### src/rtl/core/pps_pkg.sv
// ----------------------------------------------------------------------------
// pps_pkg: shared types and constants for the preemptive priority scheduler
// Holds the task table entry layout, the operation codes and the time limit.
// ----------------------------------------------------------------------------
package pps_pkg;

  // Operation codes carried on opcode_i
  localparam logic OP_LOAD = 1'b0;
  localparam logic OP_TICK = 1'b1;

  // Field widths fixed by the interface
  localparam int unsigned PRIO_W  = 8;
  localparam int unsigned BURST_W = 16;
  localparam int unsigned TIME_W  = 32;
  localparam int unsigned SLOT_W  = 4;

  localparam logic [TIME_W-1:0] TIME_MAX = '1;

  // One task table entry
  typedef struct packed {
    logic [PRIO_W-1:0]  prio;
    logic [TIME_W-1:0]  arrival;
    logic [BURST_W-1:0] burst;
    logic [BURST_W-1:0] remaining;
  } entry_t;

endpackage

### src/rtl/core/pps_table.sv
// ----------------------------------------------------------------------------
// pps_table: task table storage
// Single write port, single registered read port. A per-entry valid bit,
// cleared by reset, makes an entry never written read back as all zero.
// ----------------------------------------------------------------------------
module pps_table import pps_pkg::*; #(
  parameter int unsigned DEPTH = 16,
  parameter int unsigned AW    = 4
) (
  input  logic          clk_i,
  input  logic          rst_ni,
  input  logic          rd_en_i,
  input  logic [AW-1:0] rd_addr_i,
  output entry_t        rd_data_o,
  input  logic          wr_en_i,
  input  logic [AW-1:0] wr_addr_i,
  input  entry_t        wr_data_i
);

  entry_t             mem [DEPTH];
  logic [DEPTH-1:0]   vld_q;
  entry_t             rd_q;
  logic               rd_ok_q;

  // Write the array and read it back through a register
  always_ff @(posedge clk_i) begin
    if (wr_en_i) begin
      mem[wr_addr_i] <= wr_data_i;
    end
    if (rd_en_i) begin
      rd_q <= mem[rd_addr_i];
    end
  end

  // Track which entries hold data, sample the flag with the read
  always_ff @(posedge clk_i or negedge rst_ni) begin
    if (!rst_ni) begin
      vld_q   <= '0;
      rd_ok_q <= 1'b0;
    end else begin
      if (wr_en_i) begin
        vld_q[wr_addr_i] <= 1'b1;
      end
      if (rd_en_i) begin
        rd_ok_q <= vld_q[rd_addr_i];
      end
    end
  end

  // Mask entries that were never written
  assign rd_data_o = rd_ok_q ? rd_q : '0;

endmodule

### src/rtl/core/preemptive_priority_scheduler.sv
// ----------------------------------------------------------------------------
// preemptive_priority_scheduler: priority scheduler with a task table
// Loads task entries and serves one unit of work per tick to the eligible
// task of highest priority, reporting completion statistics.
// ----------------------------------------------------------------------------
// Usage:
//   Drive opcode_i and the payload ports and raise start; the transaction is
//   taken at a clock edge where start is high and busy is low. Each
//   transaction yields one result, shown on the result ports for exactly
//   one cycle while done_o is high. The receiver cannot stall; results must
//   be taken in that cycle.
// Sequence:
//   A load reads the old entry from the table, then writes the new entry
//   and gives its result. A tick scans the table one entry per cycle
//   through the single read port, waits out the last read, then updates;
//   when the served task completes, turnaround and waiting are formed in
//   two further steps.
//   busy stays high for the whole operation; done_o may coincide with the
//   acceptance of the next transaction.
// Reset:
//   rst_ni clears the table valid bits, the pending count and the time, so
//   every entry reads as empty right after reset; no clearing pass is needed.
// ----------------------------------------------------------------------------
module preemptive_priority_scheduler import pps_pkg::*; #(
  parameter int unsigned MAX_TASKS = 16
) (
  input  logic                 clk_i,
  input  logic                 rst_ni,
  input  logic                 start,
  output logic                 busy,
  input  logic                 opcode_i,
  input  logic [SLOT_W-1:0]    entry_index_i,
  input  logic [PRIO_W-1:0]    priority_req_i,
  input  logic [BURST_W-1:0]   burst_i,
  input  logic [TIME_W-1:0]    arrival_i,
  output logic                 done_o,
  output logic [SLOT_W-1:0]    ran_entry_o,
  output logic                 idle_o,
  output logic                 finished_o,
  output logic [TIME_W-1:0]    finish_time_o,
  output logic [TIME_W-1:0]    turnaround_o,
  output logic [TIME_W-1:0]    waiting_o,
  output logic [TIME_W-1:0]    time_now_o,
  output logic                 all_done_o
);

  localparam int unsigned AW = (MAX_TASKS > 1) ? $clog2(MAX_TASKS) : 1;
  localparam int unsigned CW = $clog2(MAX_TASKS + 1);

  // Sequencer states
  localparam logic [2:0] ST_IDLE  = 3'd0;
  localparam logic [2:0] ST_LD_WR = 3'd1;
  localparam logic [2:0] ST_SCAN  = 3'd2;
  localparam logic [2:0] ST_DRAIN = 3'd3;
  localparam logic [2:0] ST_UPD   = 3'd4;
  localparam logic [2:0] ST_TAT   = 3'd5;
  localparam logic [2:0] ST_WT    = 3'd6;

  logic [2:0]          state_q, state_d;
  logic [AW-1:0]       scan_q, scan_d;
  logic                cmp_vld_q, cmp_vld_d;
  logic [AW-1:0]       cmp_idx_q, cmp_idx_d;
  logic                found_q, found_d;
  logic [AW-1:0]       best_idx_q, best_idx_d;
  entry_t              best_q, best_d;
  logic [CW-1:0]       cnt_q, cnt_d;
  logic [TIME_W-1:0]   time_q, time_d;
  logic                done_q, done_d;

  // Latched load request
  logic [AW-1:0]       ld_addr_q;
  logic                ld_ok_q;
  entry_t              ld_ent_q;

  // Result registers
  logic [SLOT_W-1:0]   ran_q, ran_d;
  logic                idle_q, idle_d;
  logic                fin_q, fin_d;
  logic [TIME_W-1:0]   fin_time_q, fin_time_d;
  logic [TIME_W-1:0]   tat_q, tat_d;
  logic [TIME_W-1:0]   wt_q, wt_d;

  // Table port
  logic                rd_en;
  logic [AW-1:0]       rd_addr;
  entry_t              cand;
  logic                wr_en;
  logic [AW-1:0]       wr_addr;
  entry_t              wr_data;

  logic                accept;
  logic [AW+SLOT_W-1:0] slot_wide;
  logic [AW+SLOT_W-1:0] pick_wide;
  logic                slot_in_range;
  logic                take;
  logic [BURST_W-1:0]  rem_after;
  logic [TIME_W:0]     wt_diff;
  logic                old_pend;
  logic                new_pend;

  assign accept        = start && (state_q == ST_IDLE);
  assign slot_wide     = {{AW{1'b0}}, entry_index_i};
  assign pick_wide     = {{SLOT_W{1'b0}}, best_idx_q};
  assign slot_in_range = (32'(entry_index_i) < 32'(MAX_TASKS));

  pps_table #(
    .DEPTH (MAX_TASKS),
    .AW    (AW)
  ) u_table (
    .clk_i     (clk_i),
    .rst_ni    (rst_ni),
    .rd_en_i   (rd_en),
    .rd_addr_i (rd_addr),
    .rd_data_o (cand),
    .wr_en_i   (wr_en),
    .wr_addr_i (wr_addr),
    .wr_data_i (wr_data)
  );

  // Compare the entry just read against the best one so far
  assign take = cmp_vld_q && (cand.remaining != '0) && (cand.arrival <= time_q)
                && (!found_q || (cand.prio > best_q.prio));

  assign rem_after = best_q.remaining - BURST_W'(1);
  assign wt_diff   = {1'b0, tat_q} - {{(TIME_W-BURST_W+1){1'b0}}, best_q.burst};
  assign old_pend  = (cand.remaining != '0);
  assign new_pend  = (ld_ent_q.remaining != '0);

  // Sequence loads and ticks
  always_comb begin
    state_d    = state_q;
    scan_d     = scan_q;
    cmp_vld_d  = 1'b0;
    cmp_idx_d  = cmp_idx_q;
    found_d    = found_q;
    best_idx_d = best_idx_q;
    best_d     = best_q;
    cnt_d      = cnt_q;
    time_d     = time_q;
    done_d     = 1'b0;
    ran_d      = ran_q;
    idle_d     = idle_q;
    fin_d      = fin_q;
    fin_time_d = fin_time_q;
    tat_d      = tat_q;
    wt_d       = wt_q;
    rd_en      = 1'b0;
    rd_addr    = scan_q;
    wr_en      = 1'b0;
    wr_addr    = ld_addr_q;
    wr_data    = ld_ent_q;

    // Fold the candidate of the previous read into the best choice
    if (take) begin
      found_d    = 1'b1;
      best_idx_d = cmp_idx_q;
      best_d     = cand;
    end

    case (state_q)
      ST_IDLE: begin
        if (accept) begin
          if (opcode_i == OP_LOAD) begin
            // Fetch the old entry to keep the pending count right
            rd_en   = 1'b1;
            rd_addr = slot_wide[AW-1:0];
            state_d = ST_LD_WR;
          end else begin
            scan_d  = '0;
            found_d = 1'b0;
            state_d = ST_SCAN;
          end
        end
      end
      ST_LD_WR: begin
        if (ld_ok_q) begin
          wr_en = 1'b1;
          cnt_d = cnt_q + CW'(new_pend) - CW'(old_pend);
        end
        ran_d      = '0;
        idle_d     = 1'b1;
        fin_d      = 1'b0;
        fin_time_d = '0;
        tat_d      = '0;
        wt_d       = '0;
        done_d     = 1'b1;
        state_d    = ST_IDLE;
      end
      ST_SCAN: begin
        // Issue one read a cycle across the table
        rd_en     = 1'b1;
        rd_addr   = scan_q;
        cmp_vld_d = 1'b1;
        cmp_idx_d = scan_q;
        if (scan_q == AW'(MAX_TASKS - 1)) begin
          state_d = ST_DRAIN;
        end else begin
          scan_d = scan_q + AW'(1);
        end
      end
      ST_DRAIN: begin
        state_d = ST_UPD;
      end
      ST_UPD: begin
        if (time_q != TIME_MAX) begin
          time_d = time_q + TIME_W'(1);
        end
        fin_time_d = '0;
        tat_d      = '0;
        wt_d       = '0;
        fin_d      = 1'b0;
        if (found_q) begin
          wr_en             = 1'b1;
          wr_addr           = best_idx_q;
          wr_data           = best_q;
          wr_data.remaining = rem_after;
          ran_d             = pick_wide[SLOT_W-1:0];
          idle_d            = 1'b0;
          if (rem_after == '0) begin
            fin_d   = 1'b1;
            cnt_d   = cnt_q - CW'(1);
            state_d = ST_TAT;
          end else begin
            done_d  = 1'b1;
            state_d = ST_IDLE;
          end
        end else begin
          ran_d   = '0;
          idle_d  = 1'b1;
          done_d  = 1'b1;
          state_d = ST_IDLE;
        end
      end
      ST_TAT: begin
        fin_time_d = time_q;
        tat_d      = time_q - best_q.arrival;
        state_d    = ST_WT;
      end
      ST_WT: begin
        // Clamp waiting at zero once time has saturated
        wt_d    = wt_diff[TIME_W] ? '0 : wt_diff[TIME_W-1:0];
        done_d  = 1'b1;
        state_d = ST_IDLE;
      end
      default: begin
        state_d = ST_IDLE;
      end
    endcase
  end

  // Hold control state
  always_ff @(posedge clk_i or negedge rst_ni) begin
    if (!rst_ni) begin
      state_q   <= ST_IDLE;
      scan_q    <= '0;
      cmp_vld_q <= 1'b0;
      found_q   <= 1'b0;
      cnt_q     <= '0;
      time_q    <= '0;
      done_q    <= 1'b0;
    end else begin
      state_q   <= state_d;
      scan_q    <= scan_d;
      cmp_vld_q <= cmp_vld_d;
      found_q   <= found_d;
      cnt_q     <= cnt_d;
      time_q    <= time_d;
      done_q    <= done_d;
    end
  end

  // Hold payload
  always_ff @(posedge clk_i) begin
    cmp_idx_q  <= cmp_idx_d;
    best_idx_q <= best_idx_d;
    best_q     <= best_d;
    ran_q      <= ran_d;
    idle_q     <= idle_d;
    fin_q      <= fin_d;
    fin_time_q <= fin_time_d;
    tat_q      <= tat_d;
    wt_q       <= wt_d;
    if (accept) begin
      ld_addr_q          <= slot_wide[AW-1:0];
      ld_ok_q            <= slot_in_range;
      ld_ent_q.prio      <= priority_req_i;
      ld_ent_q.arrival   <= arrival_i;
      ld_ent_q.burst     <= burst_i;
      ld_ent_q.remaining <= burst_i;
    end
  end

  assign busy          = (state_q != ST_IDLE);
  assign done_o        = done_q;
  assign ran_entry_o   = ran_q;
  assign idle_o        = idle_q;
  assign finished_o    = fin_q;
  assign finish_time_o = fin_time_q;
  assign turnaround_o  = tat_q;
  assign waiting_o     = wt_q;
  assign time_now_o    = time_q;
  assign all_done_o    = (cnt_q == '0);

  // Results appear only once the sequencer is back at rest
  a_done_idle : assert property (@(posedge clk_i) disable iff (!rst_ni)
    done_o |-> !busy) else $error("result strobe while busy");

  // An accepted transaction always occupies the block
  a_accept_busy : assert property (@(posedge clk_i) disable iff (!rst_ni)
    (start && !busy) |=> busy) else $error("accepted transaction left block idle");

  // An idle result never reports a completion
  a_idle_nofin : assert property (@(posedge clk_i) disable iff (!rst_ni)
    (done_o && idle_o) |-> !finished_o) else $error("idle result marked finished");

  // Waiting never exceeds turnaround
  a_wait_le_tat : assert property (@(posedge clk_i) disable iff (!rst_ni)
    (done_o && finished_o) |-> (waiting_o <= turnaround_o))
    else $error("waiting above turnaround");

  // Time never runs backward
  a_time_mono : assert property (@(posedge clk_i) disable iff (!rst_ni)
    $past(time_now_o) <= time_now_o) else $error("time decreased");

endmodule
### config.mk
export PLATFORM = sky130hd
export DESIGN_NAME = preemptive_priority_scheduler
export DESIGN_NICKNAME = d
export VERILOG_FILES = /design/src/rtl/core/pps_pkg.sv /design/src/rtl/core/pps_table.sv /design/src/rtl/core/preemptive_priority_scheduler.sv
export SDC_FILE = /design/constraint.sdc
export NUM_CORES = 2
export LEC_CHECK = 0
export BUFFER_PORTS_ARGS = -buffer_cell sky130_fd_sc_hd__buf_4
export CORE_AREA = 4 4 338 340
export DETAILED_ROUTE_END_ITERATION = 10
export DIE_AREA = 0 0 342 344
export PLACE_DENSITY = 0.83
export SYNTH_ARGS = -nofsm -noshare
export SYNTH_HDL_FRONTEND = slang
export SYNTH_HIERARCHICAL = 1
export SYNTH_SLANG_ARGS = --single-unit
### constraint.sdc
create_clock -name clk_i -period 7.7 [get_ports clk_i]
set_clock_uncertainty 0.2 [all_clocks]
set_input_delay 1.155 -clock clk_i [delete_from_list [all_inputs] [get_ports clk_i]]
set_output_delay 1.155 -clock clk_i [all_outputs]
set_load 0.02 [all_outputs]
[Word-level counts from Yosys, hierarchy flattened]
Memory sizes are Yosys's and may differ from the RTL's. A register that Yosys moved wholly into a read port is not among the register bits.
Cells that the tools add are included.
Cells by class
  add/subtract/negate cells: 8
  order comparisons: 5
  equality and inequality tests: 14
  muxes and demuxes: 51
  bitwise gates (word level): 1
  reduce and logical (&&, ||, !) cells: 23
Operators by type and width (number)
  $mux W72: 3
  $pmux W32 S2: 3
  $mux W4: 9
  $sub A32 B16 Y33: 1
  $add A32 B1 Y32 const B: 1
  $le A32 B32 Y1: 1
  $mux W32: 1
  $ne A32 B32 Y1 const B: 1
  $reduce_bool A16 Y1: 2
  $sub A32 B32 Y32: 1
  $mux W1: 17
  $logic_not A16 Y1: 1
  $or A16 B16 Y16: 1
  $pmux W4 S2: 2
  $sub A16 B1 Y16 const B: 1
  $pmux W3 S5: 1
  $mux W3: 4
  $ne A2 B2 Y1 const B: 6
  $lt A4 B5 Y1 const B: 2
  $mux W5: 2
  $pmux W1 S2: 5
  $pmux W5 S2: 1
  $eq A3 B3 Y1 const B: 3
  $gt A8 B8 Y1: 1
  other kinds (22): 32
Storage, ports and cells
  register bits: 306
  bits in writable memories: 1152
  input port bits: 64
  output and inout bits: 137
  word-level logic and storage cells: 128
  memories kept: 1
Memory list
  u_table.mem: words 16, width 72, read ports 1, clocked after Yosys merged registers in 1, wr ports 1, line pps_table.sv:20  | entry_t mem [DEPTH];

[Depth between registers and ports, before layout]
  depth after elaboration: 9
  gate-level depth with buffers: 16
  mapped depth without buffers: 15

[Cells and area by module]
The synthesis kept the hierarchy.
Modules (own cells, without submodules)
  pps_table: instances 1, cells each 1808, area an instance 46693.5 µm², sequential area each 37180.7 µm²
  preemptive_priority_scheduler: instances 1, cells each 1394, area an instance 15317.2 µm², sequential area each 8443.1 µm²

[Least setup slack after synthesis]
OpenSTA, ideal clock, no wires.
  kind: register to register
  start: reg state_q[2]
  end: reg u_table.vld_q[0]
  library setup time: 0.095 ns
  arrival: 7.593 ns
  required time: 7.405 ns
  slack: -0.188 ns
  cell stages (with the launch flop): 11
  path buffers: 3
  clock period less this slack: 7.888 ns
  cells stage by stage: dfrtp_1 > clkbuf_1 > nor2b_1 > and3_1 > clkbuf_1 > inv_1 > clkbuf_1 > a21o_1 > or3b_2 > nor3_1 > or2_2
On the way
  word-level cells in the longest chain between the ends: 7
  elaborated cells on any way between the ends: 10
  classes of those cells: 2 x order compare; 2 x eq/ne; 4 x mux; 1 x bitwise; 1 x reduce/logical
Ends and longest elaborated chain
  from (decl): line preemptive_priority_scheduler.sv:59  | logic [2:0] state_q, state_d;
  from (signal assigned): line preemptive_priority_scheduler.sv:262  | state_q <= state_d;
  $eq A3 B3 Y1 *: line preemptive_priority_scheduler.sv:160  | case (state_q)
  $mux W4 *: line preemptive_priority_scheduler.sv:160
  net wr_addr[2]: line preemptive_priority_scheduler.sv:88  | logic [AW-1:0] wr_addr;
  $lt A4 B5 Y1 (implied by the code) / $ge A4 B1 Y1 (equally long branches): line pps_table.sv:42  | vld_q[wr_addr_i] <= 1'b1;
  $logic_and A1 B1 Y1 (implied by the code): line pps_table.sv:42
  $mux W1 (implied by the code): line pps_table.sv:42
  $demux W1 S4 *
  $or A16 B16 Y16 (no source line) *
  to (signal assigned): line pps_table.sv:38  | vld_q <= '0;
  to (signal, indexed assignment): line pps_table.sv:42
  to (decl): line pps_table.sv:21  | logic [DEPTH-1:0] vld_q;
The timed path passes the listed nets; every way through them passes the cells marked *.
A chain may end at the register's enable or synchronous reset.

==> metrics.txt <==
final net count approximately 3700; Initial Util 0.556; Mapped Area between 0.06 and 0.07 sq mm; via count ~34000; CP Data Required Time ~8 ns; Slew headroom 0.195; clk sink count 1530; Post-CTS Setup Bufs 0; Core ar. about 0.11 sq mm; Clk Latency, worst-skew pair ~0.77 ns; Boundary Pins 201; setup slack, reg-to-reg 2.35 ns; Final Hold Fails 0; unrepaired setup endpoints after global routing false; GPL Wtd Cong 0.907; Row Count approximately 120; DRT Pass-1 Iters 6; layout cell share with drive strength beyond 1 0.252; Mapped Nets approximately 3400; CTS tree yes; post-layout min period approximately 5.4 ns; pre-CTS setup slack between 2 and 3 ns; cts repair resizes 0; die area approximately 0.12 sq mm; placed cell count between 4000 and 5000; drt initial violations about 5000; Final setup viols 0; type of element launching the critical path flop; Avg Vias per Cell 6.52; Pleak 23.9 nW; Syn. warnings 6; height of the die ~340 microns; DP HPWL 90500 microns; H-tree depth 4; vias in the first global route 34500; clk slew on worst S/H paths about 0.060 ns; Setup crit end kind flop; drt drc 0; WP data arrival 5.59 ns; outcome completed; register area about 0.046 sq mm; Peak VDD IR ~380 uV; hold_buf cts 0; fraction of registers with async set/reset 0.0418; fin worst setup slack ~2.3 ns; Peak Freq 187 MHz; FF+latch count, synth roughly 1500; Tightest Hold Check Type in -> async; Seq/Total Area, Yosys 0.736; Post-Synthesis Mean Instance Area 19.4 sq um; Die X 342 microns; Distinct cells, synth 80; total gr overflow 0; Synth Instances about 3200; CTS Buf Count ~150; area of the multi-input gates roughly 0.015 sq mm; TNS Setup 0 ns; Final ANT Viol Nets 0; pin count of the biggest net entering global routing between 100 and 150; EDFF count, synth between 1000 and 1500; Finished Layout Cells approximately 5200; wirelength, routed about 160000 microns; CTS root buffer clkbuf_16; clock tree buffer depth 3; count of input and output buffers 200; global-route wire length before repair around 240000 microns; Total GRT Usage 0.281; Setup CP Type reg -> reg; # fillers ~7200; Power Total 26.0 mW; initial antenna violation count 6; Pwr Density ~370 mW/mm^2; slew at the pin closest to its max-slew limit ~1.2 ns; wire per inst ~32 microns; Layout area overhead 14.0%; period utilization 0.695; Max-Cap Viols 0; Primary FF master, synth edfxtp_1; crit path max fanout 57; Final Max Tran Viols 0
layout by cell type, fill, tap and decap left out, drive strengths merged, types with 78 or more instances in the layout:
| cell type | instances |
|---|---|
| and2 | 78 |
| clkbuf | 204 |
| ha | 100 |
| nand2 | 131 |
| mux4 | 364 |
| nor2 | 144 |
| edfxtp | 1466 |
| inv | 117 |
| o21ai | 110 |
| buf | 309 |
cell families after synthesis:
| family | count (synthesis) | synth area share |
|---|---|---|
| AND/OR/NAND/NOR | 554 | 0.0452 |
| flip-flops | 1530 | 0.736 |
| adder cells (fa/ha/maj) | 103 | 0.0211 |
| multiplexers | 378 | 0.136 |
| buffers and inverters | 242 | 0.0178 |
| AO/OA/AOI/OAI | 306 | 0.0315 |
| XOR/XNOR | 89 | 0.0126 |
sequential cells by signal, summed over array words and instances (netlist names), 3 cells and up:
register       count
best_idx_q         4
ran_entry_o        4
u_table/rd_q      72
state_q            3
turnaround_o      32
u_table/mem     1152
cmp_idx_q          4
cnt_q              5
finish_time_o     32
ld_addr_q          4
best_q            72
ld_ent_q          56
scan_q             4
u_table/vld_q     16
waiting_o         32
time_now_o        32
worst max-delay path, cell delays in order (launching register included):
cell and delay (ns):
dfrtp_2 0.96, and2_1 0.26, ha_1 0.25, a21o_1 0.17, a21o_1 0.19, a21o_1 0.17
a21oi_1 0.20, o2111a_1 0.36, o21ai_0 0.18, a21oi_1 0.50, o311a_4 0.97, buf_4 0.44
cell type report:
class | count | area share
tap | 1500 | 0.0266
inverter | 113 | 0.00606
clock inverter | 78 | 0.00862
antenna | 1 | 0.0000354
sequential | 1530 | 0.646
timing repair buffer | 309 | 0.0346
clock buffer | 204 | 0.0594
multi-input combinational | 1430 | 0.219
stage by stage:
step           hold WS (ns)   util  instance area, sq um
3_5_place_dp          0.205  0.590                 65900
3_3_place_gp          0.200  0.590                 65900
6_report             0.0469  0.633                 70700
5_1_grt              0.0354  0.633                 70700
4_1_cts              0.0109  0.633                 70700
2_1_floorplan         0.200      -                 62000
worst paths after layout:
check / startpoint / end / cells after the start
hold reg to reg: cmp_idx_q[1] / best_idx_q[1] / 0
min in group clk_i: cmp_idx_q[1] / best_idx_q[1] / 0
setup / recovery: u_table/rd_ok_q / best_q[4] / 11
max in group asynchronous: rst_ni / u_table/rd_ok_q / 2
setup reg to reg: u_table/rd_ok_q / best_q[4] / 11
hold / removal: rst_ni / cnt_q[4] / 1
layer usage:
metal	vias to the layer above	routed length, microns	track usage
met5	-	12	0
met4	2	5800	0.0963
met3	378	21900	0.0868
met2	2513	78900	0.451
met1	17200	56700	0.370
li1	13600	-	-
cell usage after synthesis, drive strengths merged, types with 3 or more instances:
| master | number | share of area |
|---|---|---|
| clkbuf | 80 | 0.0048 |
| a211oi | 9 | 0.0011 |
| inv | 113 | 0.0068 |
| or3 | 11 | 0.0011 |
| mux2i | 8 | 0.0013 |
| and4 | 6 | 0.00089 |
| nor3b | 3 | 0.00036 |
| edfxtp | 1466 | 0.71 |
| o21a | 13 | 0.0016 |
| mux4 | 364 | 0.13 |
| nand4 | 20 | 0.0020 |
| mux2 | 6 | 0.0011 |
| nor2b | 12 | 0.0012 |
| nor2 | 144 | 0.0089 |
| o21ai | 110 | 0.0091 |
| nor4 | 19 | 0.0023 |
| xor2 | 29 | 0.0041 |
| and3 | 22 | 0.0023 |
| a31oi | 13 | 0.0014 |
| fa | 3 | 0.00097 |
| nand2 | 131 | 0.0081 |
| o211ai | 19 | 0.0024 |
| dfrtp | 64 | 0.026 |
| o31ai | 8 | 0.0012 |
| buf | 49 | 0.0062 |
| a21o | 43 | 0.0052 |
| nand3 | 25 | 0.0020 |
| nand3b | 5 | 0.00061 |
| a41oi | 3 | 0.00042 |
| a211o | 5 | 0.00071 |
| xnor2 | 60 | 0.0085 |
| a21oi | 58 | 0.0047 |
| nor3 | 32 | 0.0027 |
| ha | 100 | 0.020 |
| nand2b | 20 | 0.0020 |
| and2 | 78 | 0.0079 |
| or2 | 21 | 0.0021 |
power by group:
part	internal (mW)	total [mW]	switching [mW]	leakage [nW]
Sequential	10.8	11.4	0.571	14.2
Clock	4.07	7.19	3.12	2.32
Combinational	3.13	7.45	4.32	7.38
Total	18.0	26.0	8.01	23.9
Power figures use the tool's default switching activity.
